`src/sv/shps_pkg.sv`:
```
// Shared constants, types and codes of the segment heat profile sequencer.
package shps_pkg;

   localparam int NUM_WORKPIECES = 5;
   localparam int NUM_SEGMENTS   = 5;
   localparam int TICKS_PER_STEP = 20;

   typedef logic [15:0] word_type;
   typedef logic [7:0]  work_num_type;
   typedef logic [2:0]  rec_addr_type;
   typedef logic [2:0]  seg_now_type;

   localparam word_type POWER_LIMIT_RESET = 16'hFFFF;

   localparam logic ACT_EVAL  = 1'b0;
   localparam logic ACT_WRITE = 1'b1;

   localparam logic KIND_TIME  = 1'b0;
   localparam logic KIND_POWER = 1'b1;

   typedef struct packed {
      word_type    power_target;
      seg_now_type segment_now;
      logic        is_running;
      logic        finished;
   } result_type;

endpackage

```
`src/sv/shps_if.sv`:
```
// Request and response channel interfaces of the segment heat profile sequencer.
interface shps_req_if;
   logic                     valid;
   logic                     ready;
   logic                     action;
   shps_pkg::word_type       tick_stamp;
   shps_pkg::work_num_type   work_number;
   logic                     enable;
   shps_pkg::rec_addr_type   wr_work;
   shps_pkg::rec_addr_type   wr_segment;
   logic                     wr_kind;
   shps_pkg::word_type       wr_value;

   modport source (
      output valid, action, tick_stamp, work_number, enable,
             wr_work, wr_segment, wr_kind, wr_value,
      input  ready
   );
   modport sink (
      input  valid, action, tick_stamp, work_number, enable,
             wr_work, wr_segment, wr_kind, wr_value,
      output ready
   );
endinterface

interface shps_rsp_if;
   logic                    valid;
   logic                    ready;
   shps_pkg::word_type      power_target;
   shps_pkg::seg_now_type   segment_now;
   logic                    is_running;
   logic                    finished;

   modport source (
      output valid, power_target, segment_now, is_running, finished,
      input  ready
   );
   modport sink (
      input  valid, power_target, segment_now, is_running, finished,
      output ready
   );
endinterface

```
`src/sv/segment_heat_profile_sequencer_unit.sv`:
```
// Segment heat profile sequencer: recipe store, step counter and segment walker.
//
//   channel  | dir | handshake          | payload
//   ---------+-----+--------------------+-----------------------------------------------
//   req_if   | in  | valid / ready      | action tick_stamp work_number enable wr_* fields
//   rsp_if   | out | valid / ready      | power_target segment_now is_running finished
//   csr      | in  | csr_wr_en          | csr_wr_data = power_limit
//
// Write beats and disabled or invalid evaluate beats answer without a recipe read;
// other evaluate beats read k recipe segments (1..NUM_SEGMENTS), one per cycle from the
// store read port. Ready stays low until the result has moved into the output register.
// The tick-to-step conversion is a reciprocal multiply, a back multiply and a correction.
// Reset is synchronous; recipe entries read as zero until written (per-entry valid bits).
// A stalled response holds in the output register; a new beat is taken meanwhile.
module segment_heat_profile_sequencer_unit #(
   parameter int NUM_WORKPIECES = shps_pkg::NUM_WORKPIECES,
   parameter int NUM_SEGMENTS   = shps_pkg::NUM_SEGMENTS,
   parameter int TICKS_PER_STEP = shps_pkg::TICKS_PER_STEP
) (
   input  logic               clock,
   input  logic               reset,
   shps_req_if.sink           req_if,
   shps_rsp_if.source         rsp_if,
   input  logic               csr_wr_en,
   input  shps_pkg::word_type csr_wr_data
);

   localparam int Depth    = NUM_WORKPIECES * NUM_SEGMENTS;
   localparam int AddrW    = (Depth > 1) ? $clog2(Depth) : 1;
   localparam int WorkW    = (NUM_WORKPIECES > 1) ? $clog2(NUM_WORKPIECES) : 1;
   localparam int SegW     = (NUM_SEGMENTS > 1) ? $clog2(NUM_SEGMENTS) : 1;
   localparam int DivShift = 24;
   localparam int unsigned Recip = (32'd1 << DivShift) / TICKS_PER_STEP;
   localparam int RecipW   = $clog2(Recip + 1);
   localparam int ProdW    = DivShift + 16;

   localparam logic [RecipW-1:0] RecipVec = RecipW'(Recip);
   localparam shps_pkg::word_type TpsVec  = 16'(TICKS_PER_STEP);

   typedef enum logic [6:0] {
      S_IDLE = 7'b0000001,
      S_DIV  = 7'b0000010,
      S_MUL  = 7'b0000100,
      S_BACK = 7'b0001000,
      S_ACC  = 7'b0010000,
      S_UPD  = 7'b0100000,
      S_CHK  = 7'b1000000
   } state_type;

   state_type state_ff, state_in;
   logic      out_pend_ff, out_pend_in;

   logic                run_ff, run_in;
   logic [SegW-1:0]     seg_ofs_ff, seg_ofs_in;
   shps_pkg::word_type  elapsed_ff, elapsed_in;
   shps_pkg::word_type  last_tick_ff, last_tick_in;
   shps_pkg::word_type  limit_ff;

   shps_pkg::word_type  now_ff, now_in;
   logic [WorkW-1:0]    work_ofs_ff, work_ofs_in;
   shps_pkg::word_type  diff_ff, diff_in;
   logic [ProdW-1:0]    prod_ff;
   shps_pkg::word_type  q0_ff;
   shps_pkg::word_type  qt_ff;
   shps_pkg::word_type  steps_ff, steps_in;
   shps_pkg::word_type  stt_ff, stt_in;
   logic [AddrW-1:0]    addr_ff, raddr;
   shps_pkg::result_type res_ff, res_in;

   logic                 rsp_valid_ff, rsp_valid_in;
   shps_pkg::result_type rsp_data_ff;
   logic                 out_load;

   shps_pkg::word_type  time_mem [Depth];
   shps_pkg::word_type  pwr_mem  [Depth];
   logic [Depth-1:0]    time_vld_ff, pwr_vld_ff;
   shps_pkg::word_type  time_q_ff, pwr_q_ff;
   logic                time_qv_ff, pwr_qv_ff;

   logic                accept;
   logic                wr_ok, we_time, we_pwr;
   logic [AddrW-1:0]    waddr;
   logic                work_ok;
   shps_pkg::word_type  rd_time, rd_pwr, rem;
   logic [16:0]         sum;
   logic                skip;

   assign accept       = req_if.valid && req_if.ready;
   assign req_if.ready = (state_ff == S_IDLE) && !out_pend_ff;

   assign wr_ok = (int'(req_if.wr_work) >= 1) && (int'(req_if.wr_work) <= NUM_WORKPIECES) &&
                  (int'(req_if.wr_segment) >= 1) && (int'(req_if.wr_segment) <= NUM_SEGMENTS);
   assign waddr = AddrW'((int'(req_if.wr_work) - 1) * NUM_SEGMENTS +
                         int'(req_if.wr_segment) - 1);
   assign we_time = accept && (req_if.action == shps_pkg::ACT_WRITE) && wr_ok &&
                    (req_if.wr_kind == shps_pkg::KIND_TIME);
   assign we_pwr  = accept && (req_if.action == shps_pkg::ACT_WRITE) && wr_ok &&
                    (req_if.wr_kind == shps_pkg::KIND_POWER);

   assign work_ok = (req_if.work_number != '0) &&
                    (int'(req_if.work_number) <= NUM_WORKPIECES);

   assign rd_time = time_qv_ff ? time_q_ff : '0;
   assign rd_pwr  = pwr_qv_ff ? pwr_q_ff : '0;
   assign skip    = (rd_time == '0) || (elapsed_ff >= rd_time);
   assign rem     = diff_ff - qt_ff;
   assign sum     = {1'b0, elapsed_ff} + {1'b0, steps_ff};

   always_comb begin
      unique case (state_ff)
         S_UPD:   raddr = AddrW'(work_ofs_ff) * AddrW'(NUM_SEGMENTS) + AddrW'(seg_ofs_ff);
         S_CHK:   raddr = addr_ff + AddrW'(1);
         default: raddr = addr_ff;
      endcase
   end

   always_comb begin
      state_in     = state_ff;
      out_pend_in  = out_pend_ff;
      run_in       = run_ff;
      seg_ofs_in   = seg_ofs_ff;
      elapsed_in   = elapsed_ff;
      last_tick_in = last_tick_ff;
      now_in       = now_ff;
      work_ofs_in  = work_ofs_ff;
      diff_in      = diff_ff;
      steps_in     = steps_ff;
      stt_in       = stt_ff;
      res_in       = res_ff;
      out_load     = 1'b0;

      if (out_pend_ff && (!rsp_valid_ff || rsp_if.ready)) begin
         out_load    = 1'b1;
         out_pend_in = 1'b0;
      end

      unique case (state_ff)
         S_IDLE: begin
            if (accept) begin
               now_in      = req_if.tick_stamp;
               work_ofs_in = WorkW'(req_if.work_number - 8'd1);
               res_in      = '0;
               if (req_if.action == shps_pkg::ACT_WRITE) begin
                  res_in.segment_now = run_ff ? shps_pkg::seg_now_type'(seg_ofs_ff) + 3'd1
                                              : '0;
                  res_in.is_running  = run_ff;
                  out_pend_in        = 1'b1;
               end else if (!req_if.enable || !work_ok) begin
                  run_in       = 1'b0;
                  seg_ofs_in   = '0;
                  elapsed_in   = '0;
                  last_tick_in = req_if.tick_stamp;
                  out_pend_in  = 1'b1;
               end else begin
                  diff_in = req_if.tick_stamp - last_tick_ff;
                  if (!run_ff) begin
                     run_in       = 1'b1;
                     seg_ofs_in   = '0;
                     elapsed_in   = '0;
                     last_tick_in = req_if.tick_stamp;
                  end
                  state_in = S_DIV;
               end
            end
         end
         S_DIV:  state_in = S_MUL;
         S_MUL:  state_in = S_BACK;
         S_BACK: state_in = S_ACC;
         S_ACC: begin
            if (rem >= TpsVec) begin
               steps_in = q0_ff + 16'd1;
               stt_in   = qt_ff + TpsVec;
            end else begin
               steps_in = q0_ff;
               stt_in   = qt_ff;
            end
            state_in = S_UPD;
         end
         S_UPD: begin
            elapsed_in   = sum[16] ? 16'hFFFF : sum[15:0];
            last_tick_in = last_tick_ff + stt_ff;
            state_in     = S_CHK;
         end
         S_CHK: begin
            res_in = '0;
            if (skip) begin
               elapsed_in   = '0;
               last_tick_in = now_ff;
               if (int'(seg_ofs_ff) == NUM_SEGMENTS - 1) begin
                  run_in          = 1'b0;
                  seg_ofs_in      = '0;
                  res_in.finished = 1'b1;
                  out_pend_in     = 1'b1;
                  state_in        = S_IDLE;
               end else begin
                  seg_ofs_in = seg_ofs_ff + SegW'(1);
               end
            end else begin
               res_in.power_target = (rd_pwr > limit_ff) ? limit_ff : rd_pwr;
               res_in.segment_now  = shps_pkg::seg_now_type'(seg_ofs_ff) + 3'd1;
               res_in.is_running   = 1'b1;
               out_pend_in         = 1'b1;
               state_in            = S_IDLE;
            end
         end
         default: state_in = S_IDLE;
      endcase

      if (out_load) begin
         rsp_valid_in = 1'b1;
      end else if (rsp_if.ready) begin
         rsp_valid_in = 1'b0;
      end else begin
         rsp_valid_in = rsp_valid_ff;
      end
   end

   always_ff @(posedge clock) begin
      if (reset) begin
         state_ff     <= S_IDLE;
         out_pend_ff  <= 1'b0;
         run_ff       <= 1'b0;
         seg_ofs_ff   <= '0;
         elapsed_ff   <= '0;
         last_tick_ff <= '0;
         limit_ff     <= shps_pkg::POWER_LIMIT_RESET;
         rsp_valid_ff <= 1'b0;
         time_vld_ff  <= '0;
         pwr_vld_ff   <= '0;
      end else begin
         state_ff     <= state_in;
         out_pend_ff  <= out_pend_in;
         run_ff       <= run_in;
         seg_ofs_ff   <= seg_ofs_in;
         elapsed_ff   <= elapsed_in;
         last_tick_ff <= last_tick_in;
         rsp_valid_ff <= rsp_valid_in;
         if (csr_wr_en) begin
            limit_ff <= csr_wr_data;
         end
         if (we_time) begin
            time_vld_ff[waddr] <= 1'b1;
         end
         if (we_pwr) begin
            pwr_vld_ff[waddr] <= 1'b1;
         end
      end
   end

   always_ff @(posedge clock) begin
      now_ff      <= now_in;
      work_ofs_ff <= work_ofs_in;
      diff_ff     <= diff_in;
      prod_ff     <= ProdW'(diff_ff) * ProdW'(RecipVec);
      q0_ff       <= prod_ff[DivShift +: 16];
      qt_ff       <= shps_pkg::word_type'(q0_ff * TpsVec);
      steps_ff    <= steps_in;
      stt_ff      <= stt_in;
      addr_ff     <= raddr;
      res_ff      <= res_in;
      if (out_load) begin
         rsp_data_ff <= res_ff;
      end
   end

   // recipe store: one write port, one registered read port
   always_ff @(posedge clock) begin
      if (we_time) begin
         time_mem[waddr] <= req_if.wr_value;
      end
      if (we_pwr) begin
         pwr_mem[waddr] <= req_if.wr_value;
      end
      time_q_ff  <= time_mem[raddr];
      pwr_q_ff   <= pwr_mem[raddr];
      time_qv_ff <= time_vld_ff[raddr];
      pwr_qv_ff  <= pwr_vld_ff[raddr];
   end

   assign rsp_if.valid        = rsp_valid_ff;
   assign rsp_if.power_target = rsp_data_ff.power_target;
   assign rsp_if.segment_now  = rsp_data_ff.segment_now;
   assign rsp_if.is_running   = rsp_data_ff.is_running;
   assign rsp_if.finished     = rsp_data_ff.finished;

endmodule

```
`src/flat_wrapper.sv`:
```
// flat-port wrapper written by rule: the top's interface ports become plain ports
module segment_heat_profile_sequencer_unit_flat 
#(
   parameter int NUM_WORKPIECES = shps_pkg::NUM_WORKPIECES,
   parameter int NUM_SEGMENTS   = shps_pkg::NUM_SEGMENTS,
   parameter int TICKS_PER_STEP = shps_pkg::TICKS_PER_STEP
)
  (clock, reset, csr_wr_en, csr_wr_data, req_if_valid, req_if_action, req_if_tick_stamp, req_if_work_number, req_if_enable, req_if_wr_work, req_if_wr_segment, req_if_wr_kind, req_if_wr_value, req_if_ready, rsp_if_valid, rsp_if_power_target, rsp_if_segment_now, rsp_if_is_running, rsp_if_finished, rsp_if_ready);
  shps_req_if req_if_i ();
  shps_rsp_if rsp_if_i ();
  input  logic clock;
  input  logic reset;
  input  logic csr_wr_en;
  input  shps_pkg::word_type csr_wr_data;
  input wire logic [$bits(req_if_i.valid)-1:0] req_if_valid;
  input wire logic [$bits(req_if_i.action)-1:0] req_if_action;
  input wire logic [$bits(req_if_i.tick_stamp)-1:0] req_if_tick_stamp;
  input wire logic [$bits(req_if_i.work_number)-1:0] req_if_work_number;
  input wire logic [$bits(req_if_i.enable)-1:0] req_if_enable;
  input wire logic [$bits(req_if_i.wr_work)-1:0] req_if_wr_work;
  input wire logic [$bits(req_if_i.wr_segment)-1:0] req_if_wr_segment;
  input wire logic [$bits(req_if_i.wr_kind)-1:0] req_if_wr_kind;
  input wire logic [$bits(req_if_i.wr_value)-1:0] req_if_wr_value;
  output wire logic [$bits(req_if_i.ready)-1:0] req_if_ready;
  output wire logic [$bits(rsp_if_i.valid)-1:0] rsp_if_valid;
  output wire logic [$bits(rsp_if_i.power_target)-1:0] rsp_if_power_target;
  output wire logic [$bits(rsp_if_i.segment_now)-1:0] rsp_if_segment_now;
  output wire logic [$bits(rsp_if_i.is_running)-1:0] rsp_if_is_running;
  output wire logic [$bits(rsp_if_i.finished)-1:0] rsp_if_finished;
  input wire logic [$bits(rsp_if_i.ready)-1:0] rsp_if_ready;
  assign req_if_i.valid = req_if_valid;
  assign req_if_i.action = req_if_action;
  assign req_if_i.tick_stamp = req_if_tick_stamp;
  assign req_if_i.work_number = req_if_work_number;
  assign req_if_i.enable = req_if_enable;
  assign req_if_i.wr_work = req_if_wr_work;
  assign req_if_i.wr_segment = req_if_wr_segment;
  assign req_if_i.wr_kind = req_if_wr_kind;
  assign req_if_i.wr_value = req_if_wr_value;
  assign req_if_ready = req_if_i.ready;
  assign rsp_if_valid = rsp_if_i.valid;
  assign rsp_if_power_target = rsp_if_i.power_target;
  assign rsp_if_segment_now = rsp_if_i.segment_now;
  assign rsp_if_is_running = rsp_if_i.is_running;
  assign rsp_if_finished = rsp_if_i.finished;
  assign rsp_if_i.ready = rsp_if_ready;
  segment_heat_profile_sequencer_unit #(.NUM_WORKPIECES(NUM_WORKPIECES), .NUM_SEGMENTS(NUM_SEGMENTS), .TICKS_PER_STEP(TICKS_PER_STEP)) u_core (.clock(clock), .reset(reset), .req_if(req_if_i), .rsp_if(rsp_if_i), .csr_wr_en(csr_wr_en), .csr_wr_data(csr_wr_data));
endmodule
```
`config.mk`:
```
export PLATFORM = sky130hd
export DESIGN_NAME = segment_heat_profile_sequencer_unit_flat
export DESIGN_NICKNAME = d
export VERILOG_FILES = /design/src/sv/shps_pkg.sv /design/src/sv/shps_if.sv /design/src/sv/segment_heat_profile_sequencer_unit.sv /design/src/flat_wrapper.sv
export SDC_FILE = /design/constraint.sdc
export NUM_CORES = 2
export LEC_CHECK = 0
export BUFFER_PORTS_ARGS = -buffer_cell sky130_fd_sc_hd__buf_4
export CAP_MARGIN = 20
export CORE_AREA = 4 4 300 302
export CTS_CLUSTER_SIZE = 14
export DETAILED_ROUTE_END_ITERATION = 10
export DIE_AREA = 0 0 304 306
export PLACE_DENSITY = 0.82
export SETUP_SLACK_MARGIN = 0.5
export SYNTH_ARGS = -nofsm -noshare
export SYNTH_HDL_FRONTEND = slang
export SYNTH_SLANG_ARGS = --single-unit
```
`constraint.sdc`:
```
create_clock -name clock -period 5.23 [get_ports clock]
set_input_delay 0.523 -clock clock [delete_from_list [all_inputs] [get_ports clock]]
set_output_delay 0.523 -clock clock [all_outputs]
set_load 0.01 [all_outputs]
```
=== Yosys cells after proc, flatten, opt, wreduce, memory -nomap -nowiden ===
Memories as Yosys holds them, arrays and structs flattened. A register that Yosys moved wholly into a read port is not among the register bits.
Index checks and enable logic that the tools add are counted.

* Bits in registers: 284
* Latch bits: 0
* RAM bits: 800
* Bits in read-only memories: 0
* Word-level logic and storage cells: 177
* Memories kept: 2

* $add $sub $neg: 13
* $mul: 4
* Div/mod/pow operators: 0
* Order comparisons: 11
* Equal/unequal tests: 15
* Shift-type cells: 0
* Multiplexer cells: 65
* Bitwise logic cells: 5
* Reductions and logical operators: 31

{| class="wikitable"
|+ Memories
! memory !! words !! bits a word !! read ports !! clocked after memory_dff !! wr ports !! line !! RTL
|-
| u_core.pwr_mem || 25 || 16 || 1 || 1 || 1 || segment_heat_profile_sequencer_unit.sv:75 || <nowiki>shps_pkg::word_type pwr_mem [Depth];</nowiki>
|-
| u_core.time_mem || 25 || 16 || 1 || 1 || 1 || segment_heat_profile_sequencer_unit.sv:74 || <nowiki>shps_pkg::word_type time_mem [Depth];</nowiki>
|}

{| class="wikitable"
|+ Operator list
! cell !! count
|-
| $mux 16 || 15
|-
| $pmux 16 s3 || 2
|-
| $or 25x25->25 || 2
|-
| $pmux 7 s7 || 1
|-
| $pmux 21 s2 || 1
|-
| $mux 7 || 5
|-
| $mul 16x18->34 const B || 1
|-
| $mul 32x4->5 const B || 1
|-
| $sub 16x16->16 || 2
|-
| $mux 1 || 23
|-
| $mux 21 || 1
|-
| $mux 3 || 7
|-
| $mux 20 || 1
|-
| $add 16x13->17 || 1
|-
| $add 16x16->16 || 1
|-
| $add 16x5->16 const B || 1
|-
| $ge 16x16->1 || 1
|-
| $ge 16x5->1 const B || 1
|-
| $gt 16x16->1 || 1
|-
| $logic_not 16->1 || 1
|-
| $reduce_and 5->1 || 3
|-
| $mul 12x3->14 const B || 1
|-
| $add 12x1->13 const B || 1
|-
| $logic_and 1x1->1 || 12
|-
| 39 further kinds || 58
|}

=== Longest topological paths before layout ===
* Word-level depth: 9
* Depth in mapped cells: 22
* Depth with buffers taken out: 22

=== Worst setup path after synthesis ===
Ideal clock, no wire load.

* Kind: reg2reg
* From: register u_core.diff_ff[5]
* To: register u_core.prod_ff[35]
* Library setup time: 72 ps
* Data arrival time: 5,536 ps
* Slack: -379 ps
* Cell stages (with the launch flop): 21
* Buffers on the path: 0
* Period minus slack after synthesis: 5,609 ps
* Path through: edfxtp_1 inv_1 ha_1 fa_1 fa_1 inv_1 ha_1 fa_1 inv_1 fa_1 inv_1 ha_1 a211oi_1 o21ai_0 a221o_1 a221oi_1 o21ai_0 a211oi_1 o31ai_1 a21oi_1 xnor2_1

* Cells in the longest elaborated chain, start to end: 1

{| class="wikitable"
|+ Ends and longest elaborated chain
! element !! line !! RTL
|-
| from (decl) || segment_heat_profile_sequencer_unit.sv:61 || <nowiki>shps_pkg::word_type diff_ff, diff_in;</nowiki>
|-
| from (signal assigned) || segment_heat_profile_sequencer_unit.sv:253 || <nowiki>diff_ff <= diff_in;</nowiki>
|-
| $mul 16x18->34 || segment_heat_profile_sequencer_unit.sv:254 || <nowiki>prod_ff <= ProdW'(diff_ff) * ProdW'(RecipVec);</nowiki>
|-
| to (signal assigned) || segment_heat_profile_sequencer_unit.sv:254 ||
|-
| to (decl) || segment_heat_profile_sequencer_unit.sv:62 || <nowiki>logic [ProdW-1:0] prod_ff;</nowiki>
|}

Every way passes these cells.
A chain may end at the register's enable or synchronous reset.

=== Worst setup path after layout ===
* From: register u_core.diff_ff[2]
* To: register u_core.prod_ff[34]

The elaborated chain is that of the path after synthesis.

==> results.yml <==
run_status:
  status: "finished with violations"
  failed_checks: "setup timing"
timing:
  rsz0062_at_grt: "yes"
  setup_violations: 4
  final.period_utilization: 1.02
  setup_ws_ns: -0.127
  worst_slew_pin_slew_ns: 1.02
  fmax_mhz: 187
  clock_skew_ns: 0.0285
  finalMaxSlewViolations: 0
  period_needed_ns: 5.36
  worst_slew_margin_rel: 0.318
  hold_viol_final: 0
place:
  hpwl_microns: 80300
  gp_congestion: 0.906
  pre_cts_ws_ns: -0.257
  portBuffers: 92
  dp_cells: 5361
final_layout:
  area_growth_pct: 13.6
  layout.nets: 4692
  multi_input_area_sq_um: 17400
  ff_latch_area_sq_um: 30900
  nFillCells: 6136
  drive_gt1_frac: 0.119
  fin_cells: 5573
critical_path:
  worstReg2RegStart: "u_core.diff_ff[2]"
  critPathMaxFanout: 2
  crit_top_cell: "fa_1"
  path_cells: "ha_4 -> inv_2 -> fa_1 -> fa_1 -> inv_2 -> ha_4 -> fa_1 -> inv_1 -> fa_1 -> inv_2 -> ha_4 -> a211oi_2 -> o21ai_1 -> a221o_1 -> a221oi_2 -> buf_4 -> o21ai_4 -> a211oi_2 -> o31ai_2 -> buf_4 -> xor2_1"
  worst-r2r-setup-slack_ns: -0.13
  worst_setup_path_end_kind: "flop"
  cp.required_ns: 5.77
  crit_arrival_ns: 5.90
  path_class: "reg -> reg"
  r2r_cells: 21
  crit_family: "adder cells"
  timing.rr.end: "u_core.prod_ff[34]"
  crit_buf_inv: 6
  crit_path_start_kind: "flop"
  cpPeakStageDelay_ns: 0.59
  slowest_stage: "fa_1"
logic_synthesis:
  syn_avg_cell_area_sq_um: 12.0
  synth_seq_cells: 1092
  yosys_most_used_dff: "edfxtp_1"
  synth_cell_types: 73
  seq_area_frac_synth: 0.624
  synth.top_cell.area_share: 0.548
  ys_top_cells_by_area: "edfxtp_1 (55%), dfxtp_1 (7.6%), ha_1 (6.1%)"
  async_reset_ff_frac: 0
  synth_nets: 4509
  yosys_warnings: 0
  synth_top_cell_by_area: "edfxtp_1"
  synthCells: 4132
  synth_edf_count: 904
  syn_area_sq_um: 49500
power_and_ir_drop:
  ir_drop_mv: 0.256
  power_uw: 18500
  total_leakage_power_uw: 0.0217
  power.density_nw_per_um2: 329
min_path:
  hold_path_end: "u_core.now_ff[4]"
  min_from: "req_if_tick_stamp[4]"
  min_path_type: "in -> reg"
  hold_path_depth: 1
grt:
  grt_usage: 0.268
  first_global_vias: 34300
  grt.overflow.total: 0
  antenna_found_initial: 7
  grt_max_degree: 114
  grt_pass1_wl_microns: 196000
die:
  ios: 93
  die_area_sq_um: 93000
  initial_core_util: 0.565
  rows: 109
  die_width_microns: 304
  fp.dieH_microns: 306
  coreArea_sq_um: 87700
routing:
  wl_microns: 128000
  drtPass1Iterations: 6
  wire_per_inst_microns: 23.0
  first_iter_violations: 4645
  num_vias: 34700
  detail-route-antenna-nets: 0
  routed_via_density: 6.22
  remaining_drc_errors: 0
clock_network:
  path_clk_slew_ns: 0.07
  cts.sinks: 1092
  cts_max_level: 3
  cts-buffers-inserted: 104
  cts_buffer_depth: 3
  hold_buffers: 0
  cts_tree: "built"
  root_buffer: "clkbuf_16"
  insertion_delay_ns: 0.67
job:
  max_cap_viol_count: 0
power breakdown:
part | internal, uW | switching (uW)
clock network | 4340 | 3200
logic | 495 | 838
registers | 9560 | 91.3
total | 14400 | 4130
metrics by stage:
stage	setup TNS, ns	hold slack [ns]	utilization	instance area, sq um
4_1_cts	-0.216	0.0224	0.640	56100
3_3_place_gp	-0.349	0.313	0.597	52400
2_1_floorplan	0	0.310	-	49600
5_1_grt	-1.69	0.0340	0.642	56300
3_5_place_dp	-1.13	0.312	0.598	52400
6_report	-0.311	0.0453	0.642	56300
repair_timing:
item / CTS / global route
resized for setup: 41 / 21
pin swaps: 31 / 23
setup buffers: 8 / 5
setup endpoints to repair: 12 / 23
layer usage:
layer | GRT usage | wire (microns)
met1 | 0.360 | 48400
met2 | 0.434 | 60000
met3 | 0.0656 | 15200
met4 | 0.0889 | 4390
met5 | 0 | 103
layout make-up:
class | count | share of cell area
Tap cell | 1165 | 0.0259
Timing Repair Buffer | 269 | 0.0382
Clock inverter | 38 | 0.00760
Multi-Input combinational cell | 2608 | 0.309
Clock buffer | 157 | 0.0535
Sequential cell | 1092 | 0.549
Inverter | 240 | 0.0162
Antenna cell | 4 | 0.000178
cell families after synthesis:
logic type | after synthesis | share of synthesized area
AND/OR/NAND/NOR | 1443 | 0.129
adder cells (fa/ha/maj) | 307 | 0.0874
XOR/XNOR | 105 | 0.0186
buffers and inverters | 432 | 0.0334
flip-flops | 1092 | 0.624
multiplexers | 70 | 0.0142
AO/OA/AOI/OAI | 683 | 0.0934
how the worst max path moves through the flow:
stage          slack (ns)               start  depth (start not counted)                  to
2_1_floorplan        0.13   u_core.diff_ff[5]                         19  u_core.prod_ff[35]
3_3_place_gp        -0.12   u_core.diff_ff[8]                         22  u_core.prod_ff[35]
3_5_place_dp        -0.26   u_core.diff_ff[2]                         20  u_core.prod_ff[31]
4_1_cts             -0.13   u_core.diff_ff[8]                         22  u_core.prod_ff[35]
5_1_grt             -0.35  u_core.diff_ff[14]                         21  u_core.prod_ff[34]
6_report            -0.13   u_core.diff_ff[2]                         21  u_core.prod_ff[34]
synth_stat cells, types with 12 or more instances:
master and number:
inv_1 236, o21a_1 50, xnor2_1 84, o221ai_1 13, xor2_1 21, dfxtp_1 188
edfxtp_1 904, ha_1 242, a21o_1 42, o21ai_0 97, a22oi_1 15, a31oi_1 49
fa_1 65, nor3_1 28, a21oi_1 165, nand3_1 208, o22ai_1 28, nor4_1 21
buf_1 36, o21bai_1 12, clkbuf_1 128, nor2_1 177, nand2b_1 15, a32o_1 15
a311oi_1 29, nand4_1 30, a32oi_1 30, o211ai_1 28, mux2i_1 68, nand2_1 796
a211oi_1 25, or4_1 19, buf_2 27, and3_1 79, nor2b_1 24, a221oi_1 28
cells in the final DEF (no fill, tap or decap), types with 30 or more instances in the layout:
master,Yosys,routed
clkbuf_1,128,35
a21oi_1,165,159
ha_1,242,227
xnor2_1,84,80
nand3_1,208,207
dfxtp_1,188,188
mux2i_1,68,68
clkbuf_16,0,108
and3_1,79,79
buf_4,0,254
a21o_1,42,42
a32oi_1,30,30
a31oi_1,49,49
o21ai_0,97,91
nand4_1,30,30
nand2_1,796,792
o21a_1,50,50
fa_1,65,59
inv_1,236,219
nor2_1,177,174
edfxtp_1,904,904
state kept, by name, indices dropped and copies added, names as in the netlist, 12 cells and up:
name	count
u_core.pwr_vld_ff	25
u_core.pwr_q_ff	16
u_core.elapsed_ff	16
u_core.stt_ff	14
u_core.qt_ff	14
u_core.time_vld_ff	25
u_core.limit_ff	16
u_core.now_ff	16
u_core.prod_ff	12
u_core.q0_ff	12
u_core.last_tick_ff	16
u_core.res_ff	21
u_core.time_q_ff	16
u_core.time_mem	400
u_core.rsp_if.power_target	16
u_core.diff_ff	16
u_core.pwr_mem	400
u_core.steps_ff	13
Power figures use the tool's default switching activity.
